**config.mk**
```make
export PLATFORM = sky130hd
export DESIGN_NAME = cartridge_bank_mapper_irq
export DESIGN_NICKNAME = d
export VERILOG_FILES = /design/src/design/cbm_pkg.sv /design/src/design/cbm_regs.sv /design/src/design/cbm_map.sv /design/src/design/cartridge_bank_mapper_irq.sv
export SDC_FILE = /design/constraint.sdc
export NUM_CORES = 1
export LEC_CHECK = 0
export BUFFER_PORTS_ARGS = -buffer_cell sky130_fd_sc_hd__buf_2
export CORE_ASPECT_RATIO = 1.75
export CORE_UTILIZATION = 50
export CTS_BUF_LIST = sky130_fd_sc_hd__clkbuf_2 sky130_fd_sc_hd__clkbuf_4 sky130_fd_sc_hd__clkbuf_8
export CTS_CLUSTER_DIAMETER = 60
export DETAILED_ROUTE_END_ITERATION = 10
export GPL_ROUTABILITY_DRIVEN = 1
export PLACE_DENSITY = 0.79
export SYNTH_ARGS = -nofsm -noshare
export SYNTH_HDL_FRONTEND = slang
export SYNTH_SLANG_ARGS = --single-unit
```
**constraint.sdc**
```tcl
create_clock -name clk -period 2.7 [get_ports clk]
set_input_delay 0.27 -clock clk [delete_from_list [all_inputs] [get_ports clk]]
set_output_delay 0.27 -clock clk [all_outputs]
set_load 0.01 [all_outputs]
```
**src/design/cbm_pkg.sv**
```systemverilog
// Package for the cartridge bank mapper with interrupt counter.
// Holds event codes, write decode nibbles, mirroring codes, reset constants
// and the bank view struct shared by the register and mapping modules.
package cbm_pkg;

  typedef enum logic [1:0] {
    ACT_CPU_WRITE = 2'd0,
    ACT_CPU_TICK  = 2'd1,
    ACT_PPU_ACCESS = 2'd2,
    ACT_CPU_IDLE  = 2'd3
  } action_t;

  localparam logic [3:0] NIB_PRG    = 4'h8;
  localparam logic [3:0] NIB_CHR    = 4'hA;
  localparam logic [3:0] NIB_IRQ    = 4'hC;
  localparam logic [3:0] NIB_MIRROR = 4'hD;
  localparam logic [3:0] NIB_MODE   = 4'hE;

  localparam logic [1:0] IRQ_REG_LOW     = 2'd0;
  localparam logic [1:0] IRQ_REG_HIGH    = 2'd1;
  localparam logic [1:0] IRQ_REG_DISABLE = 2'd2;
  localparam logic [1:0] IRQ_REG_ENABLE  = 2'd3;

  localparam logic [1:0] MIRROR_VERTICAL   = 2'd0;
  localparam logic [1:0] MIRROR_HORIZONTAL = 2'd1;
  localparam logic [1:0] MIRROR_SINGLE_LO  = 2'd2;
  localparam logic [1:0] MIRROR_SINGLE_HI  = 2'd3;

  localparam logic [2:0] WIN_6000 = 3'd3;
  localparam logic [2:0] WIN_8000 = 3'd4;
  localparam logic [2:0] WIN_A000 = 3'd5;
  localparam logic [2:0] WIN_C000 = 3'd6;

  localparam logic [7:0] PRG_FIXED_BANK = 8'hFF;
  localparam logic [7:0] PRG_RESET_BASE = 8'hFC;
  localparam int A12_FILTER_TICKS_DEFAULT = 5;
  localparam int FILTER_W = 3;

  typedef struct packed {
    logic [3:0][7:0] prg_banks;
    logic [7:0][7:0] chr_banks;
    logic [1:0]      mirror_mode;
    logic            irq_line;
  } bank_view_t;

endpackage

```
**src/design/cbm_regs.sv**
```systemverilog
// Mapper state: bank registers, mirroring, IRQ mode and the IRQ counter.
// Updates on each stepped event and presents the updated view combinationally.
// Depends on cbm_pkg.
module cbm_regs #(
  parameter int A12_FILTER_TICKS = cbm_pkg::A12_FILTER_TICKS_DEFAULT
) (
  input  logic               clk,
  input  logic               rst,
  input  logic               step,
  input  logic [1:0]         action,
  input  logic [15:0]        address,
  input  logic [7:0]         data,
  output cbm_pkg::bank_view_t view
);
  import cbm_pkg::*;

  localparam logic [FILTER_W-1:0] FILTER_LOAD = FILTER_W'(A12_FILTER_TICKS);

  logic [3:0][7:0]     prg_banks, prg_banks_next;
  logic [7:0][7:0]     chr_banks, chr_banks_next;
  logic [1:0]          mirror_mode, mirror_mode_next;
  logic [1:0]          irq_mode, irq_mode_next;
  logic [15:0]         irq_counter, irq_counter_next;
  logic [FILTER_W-1:0] a12_filter, a12_filter_next;
  logic                reload_pending, reload_pending_next;
  logic                irq_enable, irq_enable_next;
  logic                irq_line, irq_line_next;
  logic [15:0]         cnt_dec;
  logic [7:0]          lo, hi, lo_new;

  always_comb begin
    prg_banks_next      = prg_banks;
    chr_banks_next      = chr_banks;
    mirror_mode_next    = mirror_mode;
    irq_mode_next       = irq_mode;
    irq_counter_next    = irq_counter;
    a12_filter_next     = a12_filter;
    reload_pending_next = reload_pending;
    irq_enable_next     = irq_enable;
    irq_line_next       = irq_line;
    cnt_dec = irq_counter - 16'd1;
    lo = irq_counter[7:0];
    hi = irq_counter[15:8];
    lo_new = ((lo == 8'd0) || reload_pending) ? hi : lo - 8'd1;
    case (action_t'(action))
      ACT_CPU_WRITE: begin
        case (address[15:12])
          NIB_PRG: prg_banks_next[address[1:0]] = data;
          NIB_CHR: begin
            if (!address[3]) begin
              chr_banks_next[address[2:0]] = data;
            end
          end
          NIB_IRQ: begin
            case (address[1:0])
              IRQ_REG_LOW: irq_counter_next = {irq_counter[15:8], data};
              IRQ_REG_HIGH: begin
                irq_counter_next    = {data, irq_counter[7:0]};
                reload_pending_next = 1'b1;
              end
              IRQ_REG_DISABLE: irq_enable_next = 1'b0;
              default: irq_enable_next = 1'b1;
            endcase
            irq_line_next = 1'b0;
          end
          NIB_MIRROR: mirror_mode_next = data[1:0];
          NIB_MODE: irq_mode_next = data[1:0];
          default: ;
        endcase
      end
      ACT_CPU_TICK: begin
        if (a12_filter != '0) begin
          a12_filter_next = a12_filter - FILTER_W'(1);
        end
        if (irq_enable && !irq_mode[1] && (irq_counter != 16'd0)) begin
          irq_counter_next = cnt_dec;
          if (cnt_dec == 16'd0) begin
            irq_line_next = 1'b1;
          end
        end
      end
      ACT_PPU_ACCESS: begin
        if (irq_mode[0] && address[12]) begin
          if ((a12_filter == '0) && irq_mode[1]) begin
            irq_counter_next    = {hi, lo_new};
            reload_pending_next = 1'b0;
            if ((lo_new == 8'd0) && irq_enable) begin
              irq_line_next = 1'b1;
            end
          end
          a12_filter_next = FILTER_LOAD;
        end
      end
      default: ;
    endcase
  end

  always_ff @(posedge clk) begin
    if (rst) begin
      for (int i = 0; i < 4; i++) begin
        prg_banks[i] <= PRG_RESET_BASE | 8'(i);
      end
      for (int i = 0; i < 8; i++) begin
        chr_banks[i] <= 8'(i);
      end
      mirror_mode    <= MIRROR_VERTICAL;
      irq_mode       <= 2'd0;
      irq_counter    <= 16'd0;
      a12_filter     <= '0;
      reload_pending <= 1'b0;
      irq_enable     <= 1'b0;
      irq_line       <= 1'b0;
    end else if (step) begin
      prg_banks      <= prg_banks_next;
      chr_banks      <= chr_banks_next;
      mirror_mode    <= mirror_mode_next;
      irq_mode       <= irq_mode_next;
      irq_counter    <= irq_counter_next;
      a12_filter     <= a12_filter_next;
      reload_pending <= reload_pending_next;
      irq_enable     <= irq_enable_next;
      irq_line       <= irq_line_next;
    end
  end

  assign view.prg_banks   = prg_banks_next;
  assign view.chr_banks   = chr_banks_next;
  assign view.mirror_mode = mirror_mode_next;
  assign view.irq_line    = irq_line_next;

  a_filter_bound: assert property (@(posedge clk) disable iff (rst)
    a12_filter <= FILTER_LOAD)
    else $error("A12 filter exceeds its load value.");

  a_ack_clears_irq: assert property (@(posedge clk) disable iff (rst)
    step && (action == ACT_CPU_WRITE) && (address[15:12] == NIB_IRQ) |=> !irq_line)
    else $error("IRQ range write did not acknowledge the IRQ.");

  a_hold_without_step: assert property (@(posedge clk) disable iff (rst)
    !step |=> $stable(irq_counter) && $stable(irq_line) && $stable(a12_filter))
    else $error("Counter state changed without an event.");

  a_irq_rise_cause: assert property (@(posedge clk) disable iff (rst)
    $rose(irq_line) |-> $past(step) && $past(irq_enable)
                        && ($past(action) == ACT_CPU_TICK || $past(action) == ACT_PPU_ACCESS))
    else $error("IRQ asserted without a counting event.");

endmodule

```
**src/design/cbm_map.sv**
```systemverilog
// Address mapping: PRG window bank, CHR bank and nametable select.
// Works from the updated bank view for one event. Depends on cbm_pkg.
module cbm_map (
  input  logic [1:0]          action,
  input  logic [15:0]         address,
  input  cbm_pkg::bank_view_t view,
  output logic                prg_hit,
  output logic [7:0]          prg_bank,
  output logic [7:0]          chr_bank,
  output logic                ciram_a10
);
  import cbm_pkg::*;

  always_comb begin
    prg_hit   = 1'b0;
    prg_bank  = 8'd0;
    chr_bank  = 8'd0;
    ciram_a10 = 1'b0;
    if (action_t'(action) == ACT_PPU_ACCESS) begin
      if (!address[13]) begin
        chr_bank = view.chr_banks[address[12:10]];
      end
      case (view.mirror_mode)
        MIRROR_VERTICAL:   ciram_a10 = address[10];
        MIRROR_HORIZONTAL: ciram_a10 = address[11];
        MIRROR_SINGLE_LO:  ciram_a10 = 1'b0;
        default:           ciram_a10 = 1'b1;
      endcase
    end else if (address[15:13] inside {[WIN_6000:3'd7]}) begin
      prg_hit = 1'b1;
      case (address[15:13])
        WIN_6000: prg_bank = view.prg_banks[3];
        WIN_8000: prg_bank = view.prg_banks[0];
        WIN_A000: prg_bank = view.prg_banks[1];
        WIN_C000: prg_bank = view.prg_banks[2];
        default:  prg_bank = PRG_FIXED_BANK;
      endcase
    end
  end

endmodule

```
**src/design/cartridge_bank_mapper_irq.sv**
```systemverilog
// Cartridge bank mapper with IRQ counter: one event in, one result out.
// An event passes through an input register, then the state update and mapping,
// then the result register.
// Throughput is one event per cycle; the input stalls only while a full result waits.
// Synchronous reset restores the power-on banks and clears the IRQ state.
// Depends on cbm_pkg, cbm_regs and cbm_map.
module cartridge_bank_mapper_irq #(
  parameter int A12_FILTER_TICKS = cbm_pkg::A12_FILTER_TICKS_DEFAULT
) (
  input  logic        clk,
  input  logic        rst,
  input  logic        in_valid,
  output logic        in_stall,
  input  logic [1:0]  action,
  input  logic [15:0] address,
  input  logic [7:0]  data,
  output logic        out_valid,
  input  logic        out_stall,
  output logic        irq,
  output logic        prg_hit,
  output logic [7:0]  prg_bank,
  output logic [7:0]  chr_bank,
  output logic        ciram_a10
);
  import cbm_pkg::*;

  logic        s1_valid;
  logic [1:0]  s1_action;
  logic [15:0] s1_address;
  logic [7:0]  s1_data;
  logic        advance;
  bank_view_t  view;
  logic        map_hit, map_a10;
  logic [7:0]  map_prg, map_chr;

  assign advance  = s1_valid && (!out_valid || !out_stall);
  assign in_stall = s1_valid && !advance;

  always_ff @(posedge clk) begin
    if (rst) begin
      s1_valid <= 1'b0;
    end else if (!in_stall) begin
      s1_valid <= in_valid;
    end
  end

  always_ff @(posedge clk) begin
    if (!in_stall && in_valid) begin
      s1_action  <= action;
      s1_address <= address;
      s1_data    <= data;
    end
  end

  cbm_regs #(
    .A12_FILTER_TICKS(A12_FILTER_TICKS)
  ) u_regs (
    .clk     (clk),
    .rst     (rst),
    .step    (advance),
    .action  (s1_action),
    .address (s1_address),
    .data    (s1_data),
    .view    (view)
  );

  cbm_map u_map (
    .action    (s1_action),
    .address   (s1_address),
    .view      (view),
    .prg_hit   (map_hit),
    .prg_bank  (map_prg),
    .chr_bank  (map_chr),
    .ciram_a10 (map_a10)
  );

  always_ff @(posedge clk) begin
    if (rst) begin
      out_valid <= 1'b0;
    end else if (advance) begin
      out_valid <= 1'b1;
    end else if (!out_stall) begin
      out_valid <= 1'b0;
    end
  end

  always_ff @(posedge clk) begin
    if (advance) begin
      irq       <= view.irq_line;
      prg_hit   <= map_hit;
      prg_bank  <= map_prg;
      chr_bank  <= map_chr;
      ciram_a10 <= map_a10;
    end
  end

  a_no_drop: assert property (@(posedge clk) disable iff (rst)
    s1_valid && !advance |=> s1_valid)
    else $error("Pending event lost in the input register.");

  a_result_from_event: assert property (@(posedge clk) disable iff (rst)
    $rose(out_valid) |-> $past(advance))
    else $error("Result appeared without an event transfer.");

  a_stall_cause: assert property (@(posedge clk) disable iff (rst)
    in_stall |-> out_valid && out_stall)
    else $error("Input stalled while the result register could move.");

endmodule

```
* Word-level counts from Yosys, hierarchy flattened
Cells that the tools add are included.
** Storage, ports and cells
- Register bits after elaboration :: 169
- Input bits :: 30
- Output and inout port bits :: 21
** Operators by class
- Eq/ne operators :: 25
- Bitwise operators :: 3
- Reductions and logical operators :: 40
- Add/subtract/negate cells :: 3
- $lt $le $gt $ge :: 7
- Multiplexer cells :: 43
** Operators by type and width (number)
- $mux 64 :: 3
- $bwmux 64 :: 1
- $mux 32 :: 2
- $mux 16 :: 3
- $pmux 16 s3 :: 1
- $mux 8 :: 5
- $bwmux 32 :: 1
- $pmux 16 s2 :: 1
- $pmux 8 s4 :: 1
- $bmux 8 s3 :: 1
- $demux 8 s3 :: 1
- $eq 4x4->1 const B :: 5
- $demux 8 s2 :: 1
- $logic_not 16->1 :: 1
- $logic_not 8->1 :: 2
- $reduce_bool 16->1 :: 1
- $sub 16x1->16 const B :: 1
- $mux 1 :: 13
- $ne 2x1->1 const B :: 6
- $logic_and 1x1->1 :: 11
- $eq 3x3->1 const B :: 3
- $lt 3x4->1 const B :: 2
- $ne 2x2->1 const B :: 4
- $reduce_and 4->1 :: 2
- 27 further kinds :: 49

* Longest topological paths before layout
- Depth in word-level cells :: 10
- Gate-level depth with buffers :: 9

* Cells and area by module
A second synthesis with hierarchy kept.
** Unflattened totals
- Cells, all modules :: 982
- Area total of the unflattened synthesis :: 9146.3 sq um
** By module, submodules not included
- cbm_regs :: cells an instance 812, times used 1, area each 6760.2 sq um
- cartridge_bank_mapper_irq :: cells an instance 55, times used 1, area each 1437.6 sq um
- cbm_map :: cells an instance 115, times used 1, area each 948.4 sq um

* Worst setup path after synthesis
Ideal clock, no wire load.
- Path type :: register to register
- From :: reg out_valid
- To :: reg u_regs.chr_banks[49] (netlist name)
- Setup slack :: 0.122 ns
- Stages on the path, launching flop included :: 9
- Arrival :: 2.458 ns
- Required time :: 2.580 ns
- Cell sequence :: dfxtp_1 nand2_1 nand2_1 inv_1 clkbuf_1 nand2_1 nor3_4 nor2b_1 a211o_1
** On the way
- Cells in the longest elaborated chain, start to end :: 3
** RTL lines
- start: declaration :: RTL line cartridge_bank_mapper_irq.sv:17 : output logic out_valid,
- start signal: assignment :: RTL line cartridge_bank_mapper_irq.sv:79 : out_valid <= 1'b0;
- start signal: assignment :: RTL line cartridge_bank_mapper_irq.sv:81 : out_valid <= 1'b1;
- start signal: assignment :: RTL line cartridge_bank_mapper_irq.sv:83 : out_valid <= 1'b0;
- $logic_not 1->1 :: RTL line cartridge_bank_mapper_irq.sv:36 : assign advance = s1_valid && (!out_valid || !out_stall);
- $logic_or 1x1->1 :: RTL line cartridge_bank_mapper_irq.sv:36
- $logic_and 1x1->1 :: RTL line cartridge_bank_mapper_irq.sv:36
- named net advance :: RTL line cartridge_bank_mapper_irq.sv:31 : logic advance;
- end signal: indexed assignment :: RTL line cbm_regs.sv:104 : chr_banks[i] <= 8'(i);
- end signal: assignment :: RTL line cbm_regs.sv:115 : chr_banks <= chr_banks_next;
- end: declaration :: RTL line cbm_regs.sv:20 : logic [7:0][7:0] chr_banks, chr_banks_next;
The timed path passes the listed nets, and every way through them passes these cells.
A chain may end at the register's enable or synchronous reset.

* Final worst setup path
- From :: reg s1_action[1]
- To :: reg chr_bank[1] (data pin)
** On the way
- Cells in the longest elaborated chain, start to end :: 4
- Elaborated cells on any way between the ends :: 7
** RTL lines
- start: declaration :: RTL line cartridge_bank_mapper_irq.sv:28 : logic [1:0] s1_action;
- start signal: assignment :: RTL line cartridge_bank_mapper_irq.sv:49 : s1_action <= action;
- $logic_not 2->1 :: RTL line cbm_regs.sv:45 : case (action_t'(action))
- $mux 64 :: RTL line cbm_regs.sv:45
- $bmux 8 s3 :: RTL line cbm_map.sv:21 : chr_bank = view.chr_banks[address[12:10]];
- $mux 8 (not written as such) :: RTL line cbm_map.sv:21
- end signal: assignment :: RTL line cartridge_bank_mapper_irq.sv:92 : chr_bank <= map_chr;
- end: declaration :: RTL line cartridge_bank_mapper_irq.sv:22 : output logic [7:0] chr_bank,
Several ways; a longest one is shown, not always the timed one. The select of a mux whose other input is x is not followed.

==> metrics.csv <==
metric,value,unit
rsz0062_at_grt,false,
grt_util_all_layers,28.3,%
cts-root-buf,sky130_fd_sc_hd__clkbuf_8,
cts_max_path_buffers,2,
worst_ep_arrival_time,2860,ps
finalNonFillerCells,1183,
number_of_antenna_violations_at_the_first_check_in_global_routing,0,
drive_gt1_share,16.3,%
dp.final_hpwl,16200,um
multi_input_comb_area,0.00422,mm2
grt_first_pass_wirelength,36800,um
number_of_drc_violations_after_detailed_routing_iteration_0,595,
layout.area.seq,0.00365,mm2
layout_min_cycle_time,2640,ps
synth_top_cell_area_share,30.3,%
synth.yosys.warnings,0,
std_cell_rows,61,
timing.critical_path.from_type,flip-flop,
worstMarginPinSlew,719,ps
final_nets,1019,
worstSetupEndpointType,flip-flop,
postSynthCellCount,917,
cts_buffers,17,
gp_routability_congestion,0.970,
worstPathCellList,inv_1 -> ha_1 -> nor3b_2 -> buf_4 -> and2_1 -> a21o_1 -> o221ai_1 -> a311oi_1,
yosysUniqueCellTypes,75,
commonest_register_cell_after_synthesis,sky130_fd_sc_hd__dfxtp_1,
synth_sequential_area_ratio,44.5,%
clock_insertion_delay_worst_skew,480,ps
area_growth_syn_to_layout,14.6,%
setup-tns-final,0,ps
syn-mean-instance-area,8.95,um2
ff2ff_setup_slack,60,ps
global_route.overflow_total,0,
highest_delay_cell_along_the_critical_path,sky130_fd_sc_hd__a311oi_1,
synth_area,0.00820,mm2
max_cap_check_violation_count,0,
firstDrtPassIters,5,
peakVddDrop,0.472,mV
routed_via_density,6.28,
drc_errors,0,
grt_start_max_net_pins,68,
setup.worst_path.class,flip-flop to flip-flop,
async_reset_ff_share,0,%
dr_total_vias,7430,
die_span_in_y,171,um
cts.sinks,163,
wl_per_instance,19.8,um
hold_slack,32.9,ps
setup_viol,0,
die-area,0.0169,mm2
design.core.area,0.0160,mm2
h-tree-depth,4,
fin_worst_skew,20.6,ps
fp.dieW,98.8,um
cts.clk_slew.worst_paths,90,ps
placement.io_buffers,44,
final.period_utilization,97.9,%
report.power.total,5.26,mW
mappedNetlistNets,955,
placedCellCount,1131,
num_antenna_cells,0,
synth_top_cell_by_area,sky130_fd_sc_hd__dfxtp_1,
timing.max_slew.rel_slack,50.9,%
worst_path_largest_cell_delay,510,ps
postSynthRegisterBits,163,
cts_tree,done,
hold_viol_final,0,
final_max_slew_viol_count,0,
run_status,finished clean,
min_path_type,primary input to flip-flop,
postRouteWirelength,23400,um
post_cts_buffers,0,
crit_fanout,8,
fillers,1366,
clock.fmax,378,MHz
p_leak,3.65,nW
power_per_cell_area,560,mW/mm2
synth_edf_count,39,
worstPathRequired,2920,ps
netlist_top_cells_area,"sky130_fd_sc_hd__dfxtp_1 30%, sky130_fd_sc_hd__edfxtp_1 14%, sky130_fd_sc_hd__mux2i_1 7.1%, sky130_fd_sc_hd__nand2_1 6.4%, sky130_fd_sc_hd__nor2_1 3.8%",
vias_in_the_first_global_route,7216,
final_antenna_net_count,0,
initial_utilization,51.4,%
floorplan.io_pins,51,
placed cells by master, fill, tap and decap left out, types with 8 or more instances in the layout:
master,netlist,layout
sky130_fd_sc_hd__nor4_1,10,10
sky130_fd_sc_hd__buf_4,2,49
sky130_fd_sc_hd__dlygate4sd3_1,0,20
sky130_fd_sc_hd__edfxtp_1,39,39
sky130_fd_sc_hd__nand2_1,139,139
sky130_fd_sc_hd__nor2_1,82,82
sky130_fd_sc_hd__nor2b_1,14,13
sky130_fd_sc_hd__ha_1,8,8
sky130_fd_sc_hd__clkbuf_8,1,17
sky130_fd_sc_hd__a311oi_1,14,14
sky130_fd_sc_hd__nand3_1,34,34
sky130_fd_sc_hd__o221ai_1,15,15
sky130_fd_sc_hd__nor3_1,12,12
sky130_fd_sc_hd__a211oi_1,12,12
sky130_fd_sc_hd__mux2i_1,58,58
sky130_fd_sc_hd__inv_1,16,16
sky130_fd_sc_hd__nand3b_1,31,31
sky130_fd_sc_hd__a31oi_1,9,9
sky130_fd_sc_hd__a221oi_1,11,11
sky130_fd_sc_hd__buf_2,10,43
sky130_fd_sc_hd__mux2_2,10,10
sky130_fd_sc_hd__a21oi_1,50,50
sky130_fd_sc_hd__dfxtp_1,124,124
sky130_fd_sc_hd__o21ai_0,40,40
logic make-up (layout without fill, tap and decap cells):
group | after synthesis | after routing | share of synthesized area (%)
and+or+nand+nor | 375 | 375 | 23.0
AOI/OAI and AO/OA | 212 | 212 | 17.7
DFF | 163 | 163 | 44.5
buffers and inverters | 83 | 160 | 4.26
muxes | 68 | 68 | 8.45
adders and majority gates | 8 | 8 | 1.22
xor gates and xnor gates | 8 | 8 | 0.854
final timing paths:
| path | from | end | cells after the start |
|---|---|---|---|
| hold / removal | in_valid | s1_valid$_SDFFE_PP0N_ | 3 |
| hold reg to reg | u_regs.prg_banks[0]$_SDFFE_PP0P_ | u_regs.prg_banks[0]$_SDFFE_PP0P_ | 2 |
| setup / recovery | s1_action[1]$_DFFE_PP_ | chr_bank[1]$_SDFFCE_PP0P_ | 8 |
| setup reg to reg | s1_action[1]$_DFFE_PP_ | chr_bank[1]$_SDFFCE_PP0P_ | 8 |
critical path: cells and delay by family (launching register included):
kind	cells	cell delay (ps)
buf+inv	2	290
flops	1	450
compound gates	3	1120
fa+ha+maj	1	170
simple gates	2	340
power breakdown:
group          switching, mW  internal [mW]  total (mW)
clock                   1.00           1.04        2.04
combinational          0.367          0.237       0.604
sequential            0.0670           2.55        2.61
total                   1.44           3.82        5.26
layer usage:
metal	track usage [%]	share of wire, %
met1	29.2	36
met2	49.8	50
met3	4.23	5.1
met4	24.7	8.0
met5	0	0
timing repair:
item | in CTS | in global routing
hold buffers | 20 | 0
endpoints found under the setup margin | 0 | 2
endpoints found under the hold margin | 20 | 0
gates resized for setup | 0 | 2
cells in the mapped netlist, drive strengths merged (14+ instances only):
| cell type | n |
|---|---|
| a21oi | 51 |
| a311oi | 14 |
| buf | 15 |
| clkbuf | 52 |
| dfxtp | 124 |
| edfxtp | 39 |
| inv | 16 |
| mux2i | 58 |
| nand2 | 141 |
| nand3 | 35 |
| nand3b | 31 |
| nor2 | 87 |
| nor2b | 14 |
| nor3 | 16 |
| o21ai | 42 |
| o221ai | 15 |
sequential cells by signal, summed over array words and instances, names as in the netlist, 2 cells and up:
signal and count:
s1_data 8, u_regs.chr_banks 64, u_regs.irq_counter 16, chr_bank 8, u_regs.a12_filter 3, prg_bank 8, u_regs.irq_mode 2, s1_address 10
u_regs.mirror_mode 2, s1_action 2, u_regs.prg_banks 32
cell type report:
cell class,instances,area share (%)
repair buffers,112,8.33
inverters,16,0.639
clock buffers,17,2.49
multi-input cells,671,44.8
flip-flops and latches,163,38.9
clock inverters,15,2.33
well taps,189,2.52
stage by stage:
stage	setup WS (ps)	utilization, %	area [um2]
6_report	57.9	58.9	9400
3_5_place_dp	138	54.8	8740
2_1_floorplan	122	-	8200
4_1_cts	138	58.9	9390
3_3_place_gp	265	54.8	8740
5_1_grt	26.7	58.9	9400
(Power assumes the default switching activity.)
